`config.mk`:
```
export PLATFORM = sky130hd
export DESIGN_NAME = ultrasonic_obstacle_drive_controller_flat
export DESIGN_NICKNAME = d
export VERILOG_FILES = /design/src/design/uodc_pkg.sv /design/src/design/uodc_if.sv /design/src/design/ultrasonic_obstacle_drive_controller.sv /design/src/flat_wrapper.sv
export SDC_FILE = /design/constraint.sdc
export NUM_CORES = 1
export LEC_CHECK = 0
export ABC_AREA = 1
export CAP_MARGIN = 20
export CORE_UTILIZATION = 30
export CTS_BUF_LIST = sky130_fd_sc_hd__clkbuf_4 sky130_fd_sc_hd__clkbuf_8
export DETAILED_ROUTE_END_ITERATION = 16
export DONT_BUFFER_PORTS = 1
export PLACE_DENSITY = 0.42
export REMOVE_ABC_BUFFERS = 1
export SYNTH_ARGS = -nofsm -noshare
export SYNTH_HDL_FRONTEND = slang
export SYNTH_SLANG_ARGS = --single-unit
```
`constraint.sdc`:
```
create_clock -name clk -period 7.2 [get_ports clk]
set_input_delay 0 -clock clk [delete_from_list [all_inputs] [get_ports clk]]
set_output_delay 0 -clock clk [all_outputs]
set_load 0.005 [all_outputs]
```
`src/design/uodc_pkg.sv`:
```
// Shared types, codes and constants of the ultrasonic obstacle drive controller.
package uodc_pkg;

	localparam int SENSOR_COUNT = 3;
	localparam int SENSOR_W     = 2;
	localparam int STAMP_W      = 16;
	localparam int RANGE_W      = 8;
	localparam int SPEED_W      = 10;
	localparam int DUTY_W       = 11;
	localparam int BYTE_W       = 8;
	localparam int PINS_W       = 4;
	localparam int CFG_INDEX_W  = 1;
	localparam int CFG_DATA_W   = 8;

	// operation codes
	localparam logic [1:0] OP_EDGE   = 2'd0;
	localparam logic [1:0] OP_BYTE   = 2'd1;
	localparam logic [1:0] OP_BUTTON = 2'd2;
	localparam logic [1:0] OP_TICK   = 2'd3;

	// register indexes
	localparam logic [CFG_INDEX_W-1:0] CFG_FRONT_LIMIT = 1'd0;
	localparam logic [CFG_INDEX_W-1:0] CFG_SIDE_LIMIT  = 1'd1;

	localparam logic [RANGE_W-1:0] FRONT_LIMIT_RST = 8'd25;
	localparam logic [RANGE_W-1:0] SIDE_LIMIT_RST  = 8'd17;

	// command bytes
	localparam logic [BYTE_W-1:0] CMD_AUTO   = 8'h4D; // 'M'
	localparam logic [BYTE_W-1:0] CMD_MANUAL = 8'h41; // 'A'
	localparam logic [BYTE_W-1:0] CMD_FASTER = 8'h75; // 'u'
	localparam logic [BYTE_W-1:0] CMD_SLOWER = 8'h69; // 'i'
	localparam logic [BYTE_W-1:0] CMD_FWD    = 8'h77; // 'w'
	localparam logic [BYTE_W-1:0] CMD_REV    = 8'h73; // 's'
	localparam logic [BYTE_W-1:0] CMD_LEFT   = 8'h61; // 'a'
	localparam logic [BYTE_W-1:0] CMD_RIGHT  = 8'h64; // 'd'
	localparam logic [BYTE_W-1:0] CMD_HALT   = 8'h6B; // 'k'
	localparam logic [BYTE_W-1:0] CMD_NONE   = 8'h00;

	// bridge pin patterns: left_a, left_b, right_a, right_b
	localparam logic [PINS_W-1:0] PINS_OFF        = 4'b0000;
	localparam logic [PINS_W-1:0] PINS_FWD        = 4'b1010;
	localparam logic [PINS_W-1:0] PINS_REV        = 4'b0101;
	localparam logic [PINS_W-1:0] PINS_LEFT       = 4'b0010;
	localparam logic [PINS_W-1:0] PINS_RIGHT      = 4'b1000;
	localparam logic [PINS_W-1:0] PINS_BRAKE_RGT  = 4'b1011;
	localparam logic [PINS_W-1:0] PINS_BRAKE_LFT  = 4'b1110;

	// speed stepping
	localparam logic [SPEED_W-1:0] SPEED_RST  = 10'd480;
	localparam logic [SPEED_W-1:0] SPEED_STEP = 10'd10;
	localparam logic [SPEED_W:0]   SPEED_MAX  = 11'd1000;
	localparam logic [SPEED_W-1:0] SPEED_CAP  = 10'd999;

	// echo time to cm: divide by 58 = halve, then multiply by ceil(2^18/29)
	localparam logic [STAMP_W-1:0] ECHO_SAT_TICKS = 16'd14848; // 256 * 58
	localparam logic [13:0]        DIV29_MUL      = 14'd9040;
	localparam int                 DIV29_SHIFT    = 18;

	// divide by 10 = halve, then multiply by ceil(2^15/5)
	localparam logic [12:0] DIV5_MUL   = 13'd6554;
	localparam int          DIV5_SHIFT = 15;

	typedef struct packed {
		logic [1:0]          operation;
		logic [SENSOR_W-1:0] sensor;
		logic [STAMP_W-1:0]  timestamp;
		logic [BYTE_W-1:0]   rx_byte;
	} uodc_item_t;

	typedef struct packed {
		logic [PINS_W-1:0]  pins;
		logic [DUTY_W-1:0]  left_duty;
		logic [DUTY_W-1:0]  right_duty;
		logic               auto_mode;
		logic [SPEED_W-1:0] speed_now;
	} uodc_result_t;

endpackage

```
`src/design/uodc_if.sv`:
```
// Handshake channels for command items and drive results.
interface uodc_in_if;
	import uodc_pkg::*;
	logic                valid;
	logic                ready;
	logic [1:0]          operation;
	logic [SENSOR_W-1:0] sensor;
	logic [STAMP_W-1:0]  timestamp;
	logic [BYTE_W-1:0]   rx_byte;

	modport source (output valid, output operation, output sensor, output timestamp,
		output rx_byte, input ready);
	modport sink (input valid, input operation, input sensor, input timestamp,
		input rx_byte, output ready);
endinterface

interface uodc_out_if;
	import uodc_pkg::*;
	logic               valid;
	logic               ready;
	logic               left_a;
	logic               left_b;
	logic               right_a;
	logic               right_b;
	logic [DUTY_W-1:0]  left_duty;
	logic [DUTY_W-1:0]  right_duty;
	logic               auto_mode;
	logic [SPEED_W-1:0] speed_now;

	modport source (output valid, output left_a, output left_b, output right_a,
		output right_b, output left_duty, output right_duty, output auto_mode,
		output speed_now, input ready);
	modport sink (input valid, input left_a, input left_b, input right_a,
		input right_b, input left_duty, input right_duty, input auto_mode,
		input speed_now, output ready);
endinterface

```
`src/design/ultrasonic_obstacle_drive_controller.sv`:
```
// Ultrasonic obstacle-avoidance drive controller: echo ranging, command decode and drive outputs.
// Each transaction on cmd (echo edge, UART byte, button press or drive tick) yields exactly one
// transaction on res, carrying the H-bridge pin levels, both PWM compare values, the mode and
// the base speed as they stand after that item. An item is held in an input register, updated
// against the state in one pass of short logic, and written to a result register, so one item
// is taken every cycle while res keeps draining; a stalled res holds at most two items (input
// register and result register) before cmd.ready drops. Echo edges come in pairs per sensor:
// the first stores its stamp, the second turns the modulo-65536 difference into centimetres
// (divide by 58, saturate at 255); an edge whose stamp equals the stored one leaves the
// distance as it was. Sensor code 3 is ignored. The user must write the front and side limits
// on the cfg port only while the block is idle; the block itself does not enforce it.
module ultrasonic_obstacle_drive_controller (
	input  logic                               clk,
	input  logic                               arst_n,
	uodc_in_if.sink                            cmd,
	uodc_out_if.source                         res,
	input  logic                               cfg_we,
	input  logic [uodc_pkg::CFG_INDEX_W-1:0]   cfg_index,
	input  logic [uodc_pkg::CFG_DATA_W-1:0]    cfg_data
);
	import uodc_pkg::*;

	// input stage
	uodc_item_t item_s1;
	logic       valid_s1;
	logic       advance;

	// result stage
	uodc_result_t res_q;
	logic         res_valid_q;

	// limits
	logic [RANGE_W-1:0] front_q;
	logic [RANGE_W-1:0] side_q;

	// controller state
	logic [SENSOR_COUNT-1:0] phase_q, phase_d;
	logic [STAMP_W-1:0]      first_q [SENSOR_COUNT];
	logic [STAMP_W-1:0]      first_d [SENSOR_COUNT];
	logic [RANGE_W-1:0]      range_q [SENSOR_COUNT];
	logic [RANGE_W-1:0]      range_d [SENSOR_COUNT];
	logic                    mode_q, mode_d;
	logic [SPEED_W-1:0]      speed_q, speed_d;
	logic [BYTE_W-1:0]       last_cmd_q, last_cmd_d;
	logic [PINS_W-1:0]       pins_q, pins_d;
	logic [DUTY_W-1:0]       left_q, left_d;
	logic [DUTY_W-1:0]       right_q, right_d;

	// datapath terms
	logic [STAMP_W-1:0] first_sel;
	logic               phase_sel;
	logic               sensor_ok;
	logic [STAMP_W-1:0] echo_diff;
	logic [26:0]        echo_prod;
	logic [RANGE_W-1:0] echo_cm;
	logic [SPEED_W:0]   speed_up;
	logic [SPEED_W-1:0] speed_dn;
	logic [13:0]        speed_x11;
	logic [11:0]        speed_x3;
	logic [25:0]        hi_prod;
	logic [23:0]        lo_prod;
	logic [DUTY_W-1:0]  duty_hi;
	logic [DUTY_W-1:0]  duty_lo;
	logic [PINS_W-1:0]  cruise_pins;

	// advance the input register whenever the result register is free or being emptied
	assign advance   = valid_s1 && (!res_valid_q || res.ready);
	assign cmd.ready = !valid_s1 || advance;

	always_ff @(posedge clk or negedge arst_n) begin
		if (!arst_n) begin
			valid_s1 <= 1'b0;
		end else if (cmd.ready) begin
			valid_s1 <= cmd.valid;
		end
	end

	always_ff @(posedge clk) begin
		if (cmd.valid && cmd.ready) begin
			item_s1 <= '{operation: cmd.operation, sensor: cmd.sensor,
				timestamp: cmd.timestamp, rx_byte: cmd.rx_byte};
		end
	end

	// limit registers
	always_ff @(posedge clk or negedge arst_n) begin
		if (!arst_n) begin
			front_q <= FRONT_LIMIT_RST;
			side_q  <= SIDE_LIMIT_RST;
		end else if (cfg_we) begin
			case (cfg_index)
				CFG_FRONT_LIMIT: front_q <= cfg_data[RANGE_W-1:0];
				CFG_SIDE_LIMIT:  side_q  <= cfg_data[RANGE_W-1:0];
				default: ;
			endcase
		end
	end

	// pick the addressed sensor's phase and stored stamp
	always_comb begin
		first_sel = '0;
		phase_sel = 1'b0;
		sensor_ok = 1'b0;
		for (int i = 0; i < SENSOR_COUNT; i++) begin
			if (item_s1.sensor == SENSOR_W'(i)) begin
				first_sel = first_q[i];
				phase_sel = phase_q[i];
				sensor_ok = 1'b1;
			end
		end
	end

	// echo width to centimetres: floor(diff / 58), saturated at 255
	assign echo_diff = item_s1.timestamp - first_sel;
	assign echo_prod = {14'd0, echo_diff[13:1]} * {13'd0, DIV29_MUL};
	assign echo_cm   = (echo_diff >= ECHO_SAT_TICKS) ? {RANGE_W{1'b1}}
		: echo_prod[DIV29_SHIFT+RANGE_W-1:DIV29_SHIFT];

	// speed stepping
	assign speed_up = {1'b0, speed_q} + {1'b0, SPEED_STEP};
	assign speed_dn = (speed_q < SPEED_STEP) ? '0 : speed_q - SPEED_STEP;

	// avoidance duties: floor(speed * 11 / 10) and floor(speed * 3 / 10)
	assign speed_x11 = {1'b0, speed_q, 3'b000} + {3'b000, speed_q, 1'b0} + {4'b0000, speed_q};
	assign speed_x3  = {1'b0, speed_q, 1'b0} + {2'b00, speed_q};
	assign hi_prod   = {13'd0, speed_x11[13:1]} * {13'd0, DIV5_MUL};
	assign lo_prod   = {13'd0, speed_x3[11:1]} * {11'd0, DIV5_MUL};
	assign duty_hi   = hi_prod[DIV5_SHIFT+DUTY_W-1:DIV5_SHIFT];
	assign duty_lo   = {2'b00, lo_prod[DIV5_SHIFT+8:DIV5_SHIFT]};

	// clear road: forward, braking one wheel when a side is close (third sensor wins)
	always_comb begin
		cruise_pins = PINS_FWD;
		if (range_q[1] < side_q) begin
			cruise_pins = PINS_BRAKE_RGT;
		end
		if (range_q[2] < side_q) begin
			cruise_pins = PINS_BRAKE_LFT;
		end
	end

	// next state for the item in the input register
	always_comb begin
		phase_d    = phase_q;
		first_d    = first_q;
		range_d    = range_q;
		mode_d     = mode_q;
		speed_d    = speed_q;
		last_cmd_d = last_cmd_q;
		pins_d     = pins_q;
		left_d     = left_q;
		right_d    = right_q;
		case (item_s1.operation)
			OP_EDGE: begin
				for (int i = 0; i < SENSOR_COUNT; i++) begin
					if (sensor_ok && item_s1.sensor == SENSOR_W'(i)) begin
						if (!phase_sel) begin
							first_d[i] = item_s1.timestamp;
							phase_d[i] = 1'b1;
						end else begin
							if (item_s1.timestamp != first_sel) begin
								range_d[i] = echo_cm;
							end
							phase_d[i] = 1'b0;
						end
					end
				end
			end
			OP_BYTE: begin
				last_cmd_d = item_s1.rx_byte;
				case (item_s1.rx_byte)
					CMD_AUTO:   mode_d = 1'b1;
					CMD_MANUAL: mode_d = 1'b0;
					CMD_FASTER: speed_d = (speed_up > SPEED_MAX) ? SPEED_CAP
						: speed_up[SPEED_W-1:0];
					CMD_SLOWER: speed_d = speed_dn;
					default: ;
				endcase
			end
			OP_BUTTON: begin
				mode_d = ~mode_q;
			end
			OP_TICK: begin
				if (!mode_q) begin
					case (last_cmd_q)
						CMD_FWD: begin
							pins_d  = PINS_FWD;
							left_d  = {1'b0, speed_q};
							right_d = {1'b0, speed_q};
						end
						CMD_REV: begin
							pins_d  = PINS_REV;
							left_d  = {1'b0, speed_q};
							right_d = {1'b0, speed_q};
						end
						CMD_LEFT: begin
							pins_d  = PINS_LEFT;
							left_d  = {1'b0, speed_q};
							right_d = {1'b0, speed_q};
						end
						CMD_RIGHT: begin
							pins_d  = PINS_RIGHT;
							left_d  = {1'b0, speed_q};
							right_d = {1'b0, speed_q};
						end
						CMD_HALT, CMD_NONE: pins_d = PINS_OFF;
						default: ;
					endcase
				end else if (range_q[0] < front_q) begin
					// obstacle ahead: back off, turning towards the more open side (a tie keeps the duties)
					pins_d = PINS_REV;
					if (range_q[1] > range_q[2]) begin
						left_d  = duty_hi;
						right_d = duty_lo;
					end else if (range_q[1] < range_q[2]) begin
						left_d  = duty_lo;
						right_d = duty_hi;
					end
				end else begin
					pins_d  = cruise_pins;
					left_d  = {1'b0, speed_q};
					right_d = {1'b0, speed_q};
				end
			end
			default: ;
		endcase
	end

	// commit state together with the result
	always_ff @(posedge clk or negedge arst_n) begin
		if (!arst_n) begin
			phase_q    <= '0;
			mode_q     <= 1'b0;
			speed_q    <= SPEED_RST;
			last_cmd_q <= CMD_NONE;
			pins_q     <= PINS_OFF;
			left_q     <= '0;
			right_q    <= '0;
			for (int i = 0; i < SENSOR_COUNT; i++) begin
				first_q[i] <= '0;
				range_q[i] <= '0;
			end
		end else if (advance) begin
			phase_q    <= phase_d;
			first_q    <= first_d;
			range_q    <= range_d;
			mode_q     <= mode_d;
			speed_q    <= speed_d;
			last_cmd_q <= last_cmd_d;
			pins_q     <= pins_d;
			left_q     <= left_d;
			right_q    <= right_d;
		end
	end

	// result register: load on advance, drop once taken
	always_ff @(posedge clk or negedge arst_n) begin
		if (!arst_n) begin
			res_valid_q <= 1'b0;
		end else if (advance) begin
			res_valid_q <= 1'b1;
		end else if (res.ready) begin
			res_valid_q <= 1'b0;
		end
	end

	always_ff @(posedge clk) begin
		if (advance) begin
			res_q <= '{pins: pins_d, left_duty: left_d, right_duty: right_d,
				auto_mode: mode_d, speed_now: speed_d};
		end
	end

	assign res.valid      = res_valid_q;
	assign res.left_a     = res_q.pins[3];
	assign res.left_b     = res_q.pins[2];
	assign res.right_a    = res_q.pins[1];
	assign res.right_b    = res_q.pins[0];
	assign res.left_duty  = res_q.left_duty;
	assign res.right_duty = res_q.right_duty;
	assign res.auto_mode  = res_q.auto_mode;
	assign res.speed_now  = res_q.speed_now;

	// base speed never leaves its range
	assert property (@(posedge clk) disable iff (!arst_n) speed_q <= SPEED_MAX[SPEED_W-1:0])
		else $error("base speed above 1000");

	// duties never exceed 110 % of full speed
	assert property (@(posedge clk) disable iff (!arst_n)
		res_valid_q |-> (res_q.left_duty <= 11'd1100 && res_q.right_duty <= 11'd1100))
		else $error("duty out of range");

	// a driven B input of the left bridge only occurs in reverse or with the left wheel braked
	assert property (@(posedge clk) disable iff (!arst_n)
		pins_q[2] |-> (pins_q == PINS_REV || pins_q == PINS_BRAKE_LFT))
		else $error("illegal bridge pattern");

	// a button press flips the mode
	assert property (@(posedge clk) disable iff (!arst_n)
		(advance && item_s1.operation == OP_BUTTON) |=> mode_q != $past(mode_q))
		else $error("button did not toggle mode");

endmodule

```
`src/flat_wrapper.sv`:
```
// flat-port wrapper written by rule: the top's interface ports become plain ports
module ultrasonic_obstacle_drive_controller_flat import uodc_pkg::*;
  (clk, arst_n, cfg_we, cfg_index, cfg_data, cmd_valid, cmd_operation, cmd_sensor, cmd_timestamp, cmd_rx_byte, cmd_ready, res_valid, res_left_a, res_left_b, res_right_a, res_right_b, res_left_duty, res_right_duty, res_auto_mode, res_speed_now, res_ready);
  uodc_in_if cmd_i ();
  uodc_out_if res_i ();
  input  logic clk;
  input  logic arst_n;
  input  logic cfg_we;
  input  logic [uodc_pkg::CFG_INDEX_W-1:0] cfg_index;
  input  logic [uodc_pkg::CFG_DATA_W-1:0] cfg_data;
  input wire logic [$bits(cmd_i.valid)-1:0] cmd_valid;
  input wire logic [$bits(cmd_i.operation)-1:0] cmd_operation;
  input wire logic [$bits(cmd_i.sensor)-1:0] cmd_sensor;
  input wire logic [$bits(cmd_i.timestamp)-1:0] cmd_timestamp;
  input wire logic [$bits(cmd_i.rx_byte)-1:0] cmd_rx_byte;
  output wire logic [$bits(cmd_i.ready)-1:0] cmd_ready;
  output wire logic [$bits(res_i.valid)-1:0] res_valid;
  output wire logic [$bits(res_i.left_a)-1:0] res_left_a;
  output wire logic [$bits(res_i.left_b)-1:0] res_left_b;
  output wire logic [$bits(res_i.right_a)-1:0] res_right_a;
  output wire logic [$bits(res_i.right_b)-1:0] res_right_b;
  output wire logic [$bits(res_i.left_duty)-1:0] res_left_duty;
  output wire logic [$bits(res_i.right_duty)-1:0] res_right_duty;
  output wire logic [$bits(res_i.auto_mode)-1:0] res_auto_mode;
  output wire logic [$bits(res_i.speed_now)-1:0] res_speed_now;
  input wire logic [$bits(res_i.ready)-1:0] res_ready;
  assign cmd_i.valid = cmd_valid;
  assign cmd_i.operation = cmd_operation;
  assign cmd_i.sensor = cmd_sensor;
  assign cmd_i.timestamp = cmd_timestamp;
  assign cmd_i.rx_byte = cmd_rx_byte;
  assign cmd_ready = cmd_i.ready;
  assign res_valid = res_i.valid;
  assign res_left_a = res_i.left_a;
  assign res_left_b = res_i.left_b;
  assign res_right_a = res_i.right_a;
  assign res_right_b = res_i.right_b;
  assign res_left_duty = res_i.left_duty;
  assign res_right_duty = res_i.right_duty;
  assign res_auto_mode = res_i.auto_mode;
  assign res_speed_now = res_i.speed_now;
  assign res_i.ready = res_ready;
  ultrasonic_obstacle_drive_controller u_core (.clk(clk), .arst_n(arst_n), .cmd(cmd_i), .res(res_i), .cfg_we(cfg_we), .cfg_index(cfg_index), .cfg_data(cfg_data));
endmodule
```
==> impl_metrics.tcl, run 1 <==
set metrics [dict create \
    status "complete, no violations" \
    muxShareOfSynthArea 0.000565 \
    clock.fmax_ghz 0.146 \
    drt_iter0_drc 770 \
    synth_compound_area_frac 0.100 \
    maxSlewViolCount 0 \
    cts_tree "built" \
    max_stage_delay_ps 580 \
    wire_per_inst_microns 16.1 \
    first_pass_iters 7 \
    syn2layout_area_growth_pct 16.8 \
    crit_family "adder cells" \
    clock-sinks 203 \
    timing.final.crit_share 0.950 \
    cp_num_buf_inv 7 \
    yosysUniqueCellTypes 46 \
    end_kind "register" \
    initial_utilization 0.303 \
    final_common_cell "nand2_1" \
    fin_cells 3567 \
    num_io_pins 81 \
    hp-class "in2reg" \
    grt_max_degree 139 \
    layout.nets 3129 \
    post_synth_instance_area_sq_um 19900 \
    tightest_slew_ps 1080 \
    crit_required_ps 7640 \
    synth_edf_count 65 \
    crit_top_cell "inv_1" \
    grt_first_pass_wirelength_microns 92400 \
    final_layout_size_suffix_gt1_frac 0.0777 \
    dpl.hpwl_microns 45500 \
    critPathArrivalTime_ps 7280 \
    drc 0 \
    track_usage 0.174 \
    yosys_warnings 0 \
    nFillCells 6941 \
    num_vias 16600 \
    rows 94 \
    clk_latency_ps 620 \
    clk_pin_slew_worst_paths_ps 60 \
    ys_seq_elements 203 \
    cts_buffers 40 \
    antenna_found_initial 1 \
    cts_max_level 2 \
    viasPerCell 4.65 \
    overflow 0 \
    yosysSeqAreaShare 0.272 \
    placed_cells 3397 \
    die_area_sq_um 67500 \
    syn_inst 2526 \
    yosys.area_share.simple 0.199 \
    synthArstFlopShare 0.680 \
    die-width_microns 260 \
    synth_fa_ha_area_frac 0.301 \
    hold_violations 0 \
    syn_area_per_cell_sq_um 7.89 \
    critPathSlowestCell "fa_1" \
    fin_hold_ws_ps 95.7 \
    maxSlewHeadroom 0.273 \
    ant_nets 0 \
    worstPathMaxFanout 6 \
    finalClockSkew_ps 57.4 \
    cp-start-kind "register" \
    synth_xor_area_frac 0.0259 \
    cts_buffer_depth 3 \
    core_sq_um 65700 \
    path_class "reg2reg" \
    maxCapViolCount 0 \
    grt_pass1_vias 17100 \
    setup_viol 0 \
    wl_microns 57600 \
    gp_congestion 0.859 \
    die_h_microns 260 \
    ys.flop_type "dfrtp_1" \
    synth_top_family_by_area "adder cells" \
    min_period_ps 6840 \
    grt_setup_unrepaired "yes" \
    final_cell_mix "nand2_1 (641), inv_1 (483), ha_1 (305), o21ai_0 (135), dfrtp_1 (125)" \
    cts-root-buf "clkbuf_8" \
    io_buffers 0 \
]
worst paths after layout:
path                                                    start                             end  slack [ps]  cells after the start
worst max-delay path            u_core.speed_q[0]$_DFFE_PN0P_   u_core.left_q[10]$_DFFE_PN0P_         360                     30
worst min-delay path                              cfg_data[4]   u_core.front_q[4]$_DFFE_PN1P_         100                      3
worst max register to register  u_core.speed_q[0]$_DFFE_PN0P_   u_core.left_q[10]$_DFFE_PN0P_         360                     30
worst min register to register  u_core.range_q[8]$_DFFE_PN0P_   u_core.range_q[8]$_DFFE_PN0P_         480                      2
max in group asynchronous                              arst_n   u_core.speed_q[2]$_DFFE_PN0P_        6400                      2
min in group asynchronous                              arst_n  u_core.first_q[17]$_DFFE_PN0P_         170                      2
routing by layer:
| metal | track usage | wire length [microns] | up-vias |
|---|---|---|---|
| met5 | 0 | 0 | - |
| met4 | 0.0448 | 1160 | 0 |
| met3 | 0.0283 | 2210 | 65 |
| met2 | 0.303 | 27700 | 254 |
| met1 | 0.221 | 26400 | 7835 |
| li1 | - | - | 8420 |
timing repair:
item | 4_1_cts | 5_1_grt
resized for setup | 3 | 43
buffers inserted | 3 | 12
endpoints found under the hold margin | 234 | 0
endpoints found under the setup margin | 1 | 56
pin swaps | 1 | 7
hold buffers | 78 | 0
state kept, by name (all words and copies together), names as in the netlist, 10 cells and up:
name                   flops
u_core.res.right_duty     11
u_core.res.left_duty      11
u_core.left_q             11
u_core.right_q            11
u_core.first_q            48
u_core.item_s1            28
u_core.res.speed_now      10
u_core.range_q            24
u_core.speed_q            10
synth_stat cells (all sizes together) (7+ instances only):
master	number	area share
ha	312	0.20
clkbuf	32	0.0060
nand3b	14	0.0053
a21oi	114	0.029
nor3	16	0.0043
a221oi	11	0.0048
o211ai	11	0.0044
fa	105	0.11
nor4	13	0.0041
xor2	44	0.019
edfxtp	65	0.098
nand2	646	0.12
o21bai	8	0.0030
inv	495	0.093
o21ai	161	0.040
buf	9	0.0018
o21a	7	0.0026
a21o	10	0.0038
dfrtp	129	0.16
dfstp	9	0.012
o221ai	8	0.0035
nand4	23	0.0072
nand3	124	0.033
xnor2	15	0.0066
nor2	114	0.022
layout make-up:
cell class                      count  area (sq um)  share of cell area
Sequential cell                   203          5430               0.233
Clock buffer                       53           661              0.0284
Antenna cell                        1          2.50            0.000107
Tap cell                          864          1080              0.0464
Timing Repair Buffer              143          1330              0.0570
Inverter                          495          1860              0.0798
Clock inverter                     21           233             0.00999
Multi-Input combinational cell   1787         12700               0.545
cell families after synthesis:
| kind of cell | count (synthesis) |
|---|---|
| buf+inv | 536 |
| flops | 203 |
| mux | 1 |
| fa+ha+maj | 417 |
| simple gates | 956 |
| xor+xnor | 59 |
| compound gates | 354 |
worst min-delay path, stage by stage:
cell and delay [ps]:
dlygate4sd3_1 530, inv_1 70, o21ai_0 80
through the flow:
step                      cell area (sq um)  TNS, ps  utilization  setup slack (ps)
final                                 23300        0        0.354               358
after global routing                  23300    -53.9        0.354             -51.1
after CTS                             23000        0        0.349              14.9
after detailed placement              21200    -25.7        0.323             -25.7
after global placement                21200        0        0.323               166
after floorplan                       19800        0            -               670
Power of run 1 is left out: the tool's default activity adds up to more than one toggle a clock period on the data nets, which glitch-free logic cannot reach.
==> run 2, diff against run 1 <==
- CELL_PAD_IN_SITES_DETAIL_PLACEMENT: default -> 1
- CELL_PAD_IN_SITES_GLOBAL_PLACEMENT: default -> 2
- PLACE_DENSITY: 0.42 -> 0.63
==> impl_metrics.tcl, run 2 (synthesis results as in run 1) <==
set metrics [dict create \
    grt_util_met3 0.0255 \
    clock-sinks 203 \
    maxSlewHeadroom 0.296 \
    clk_latency_ps 590 \
    syn2layout_area_growth_pct 17.1 \
    initial_utilization 0.303 \
    max_stage_delay_ps 640 \
    critPathSlowestCell "fa_1" \
    die_area_sq_um 67500 \
    maxSlewViolCount 0 \
    drt_iter0_drc 504 \
    overflow 0 \
    worstSetupStartpoint "u_core.speed_q[7]$_DFFE_PN1P_" \
    ant_nets 0 \
    crit_required_ps 7620 \
    track_usage 0.193 \
    setup_viol 0 \
    clk_pin_slew_worst_paths_ps 60 \
    antenna_found_initial 1 \
    end_kind "register" \
    hold_violations 4 \
    fin_hold_ws_ps -34.2 \
    die-width_microns 260 \
    drc 0 \
    violations "hold timing" \
    r2r-start "u_core.speed_q[7]$_DFFE_PN1P_" \
    cts_tree "built" \
    use_met2 0.346 \
    num_io_pins 81 \
    reg_top3 "u_core.first_q (48), u_core.item_s1 (28), u_core.range_q (24)" \
    regMostFlops "u_core.first_q" \
    grt-busiest-layer "met2" \
    final_common_cell "nand2_1" \
    rows 94 \
    grt_first_pass_wirelength_microns 102000 \
    num_vias 17000 \
    cts_buffers 40 \
    cts_max_level 2 \
    viasPerCell 4.75 \
    hp-class "in2async" \
    min_period_ps 6860 \
    placed_cells 3424 \
    tightest_slew_ps 1060 \
    r2r_cells 29 \
    place_area_sq_um 21400 \
    maxCapViolCount 0 \
    crit_top_cell "nand2_1" \
    first_pass_iters 5 \
    cp-start-kind "register" \
    worstPathMaxFanout 8 \
    critPathArrivalTime_ps 7280 \
    clock.fmax_ghz 0.146 \
    layout.nets 3135 \
    largest_reg_flops 48 \
    gp_congestion 0.827 \
    cts_buffer_depth 3 \
    final_layout_size_suffix_gt1_frac 0.0894 \
    wire_per_inst_microns 17.9 \
    cts-root-buf "clkbuf_8" \
    grt_setup_unrepaired "yes" \
    grt_pass1_vias 18800 \
    r2r_slack_ps 340 \
    fin_setup_tns_ps 0 \
    timing.final.crit_share 0.953 \
    wl_microns 63900 \
    die_h_microns 260 \
    core_sq_um 65700 \
    dpl.hpwl_microns 51200 \
    final_cell_area_sq_um 23300 \
    finalClockSkew_ps 43.7 \
    status "finished with violations" \
    fin_cells 3571 \
    use_met1 0.240 \
    path_class "reg2reg" \
    final_cell_mix "nand2_1 (640), inv_1 (482), ha_1 (302), o21ai_0 (132), dfrtp_1 (126)" \
    grt_max_degree 139 \
    timing.rr.end "u_core.left_q[10]$_DFFE_PN0P_" \
    io_buffers 0 \
]
-- run 2: cell types whose count changed in the layout (fill, tap and decap cells not counted), moves of 4 or more --
cell           delta
buf_4            +19
clkbuf_4          +4
dlygate4sd3_1    -16
clkinv_1          -5
-- run 2: repair_timing --
item	4_1_cts	5_1_grt
gates resized for setup	0	59
endpoints found under the hold margin	212	0
setup endpoints to repair	0	53
hold buffers	62	0
buffers inserted	0	9
-- run 2: area by class of cell --
cell class / count / area [sq um]
Multi-Input combinational cell: 1787 / 12800
Timing Repair Buffer: 149 / 1360
Inverter: 495 / 1860
Tap cell: 864 / 1080
Sequential cell: 203 / 5420
Antenna cell: 1 / 2.50
Clock buffer: 60 / 732
Clock inverter: 12 / 120
Fill cell: 7946 / 42400
-- run 2: how the worst max path moves through the flow --
stage,end,depth (start not counted)
2_1_floorplan,u_core.left_q[10]$_DFFE_PN0P_,33
3_3_place_gp,u_core.left_q[10]$_DFFE_PN0P_,33
3_5_place_dp,u_core.left_q[10]$_DFFE_PN0P_,32
4_1_cts,u_core.left_q[10]$_DFFE_PN0P_,32
5_1_grt,u_core.left_q[10]$_DFFE_PN0P_,31
6_report,u_core.left_q[10]$_DFFE_PN0P_,29
-- run 2: critical path, delay by kind of cell, from the launching register on --
kind | cells | cell delay [ps]
flip-flops | 1 | 550
buffers and inverters | 2 | 310
AND/OR/NAND/NOR | 9 | 890
AO/OA/AOI/OAI | 8 | 1260
adder cells (fa/ha/maj) | 8 | 3440
XOR/XNOR | 2 | 270
-- run 2: through the flow --
step	setup WS, ps	utilization
3_5_place_dp	102	0.326
2_1_floorplan	670	-
3_3_place_gp	152	0.326
4_1_cts	70.5	0.349
5_1_grt	-70.2	0.355
6_report	340	0.355
-- run 2: layer usage --
metal | up-vias | routed length [microns] | part of all wire
met3 | 92 | 1880 | 0.029
li1 | 8410 | - | -
met2 | 201 | 31900 | 0.50
met1 | 8274 | 28400 | 0.44
met4 | 0 | 1720 | 0.027
met5 | - | 0 | 0
Power of run 2 is left out for the same reason.
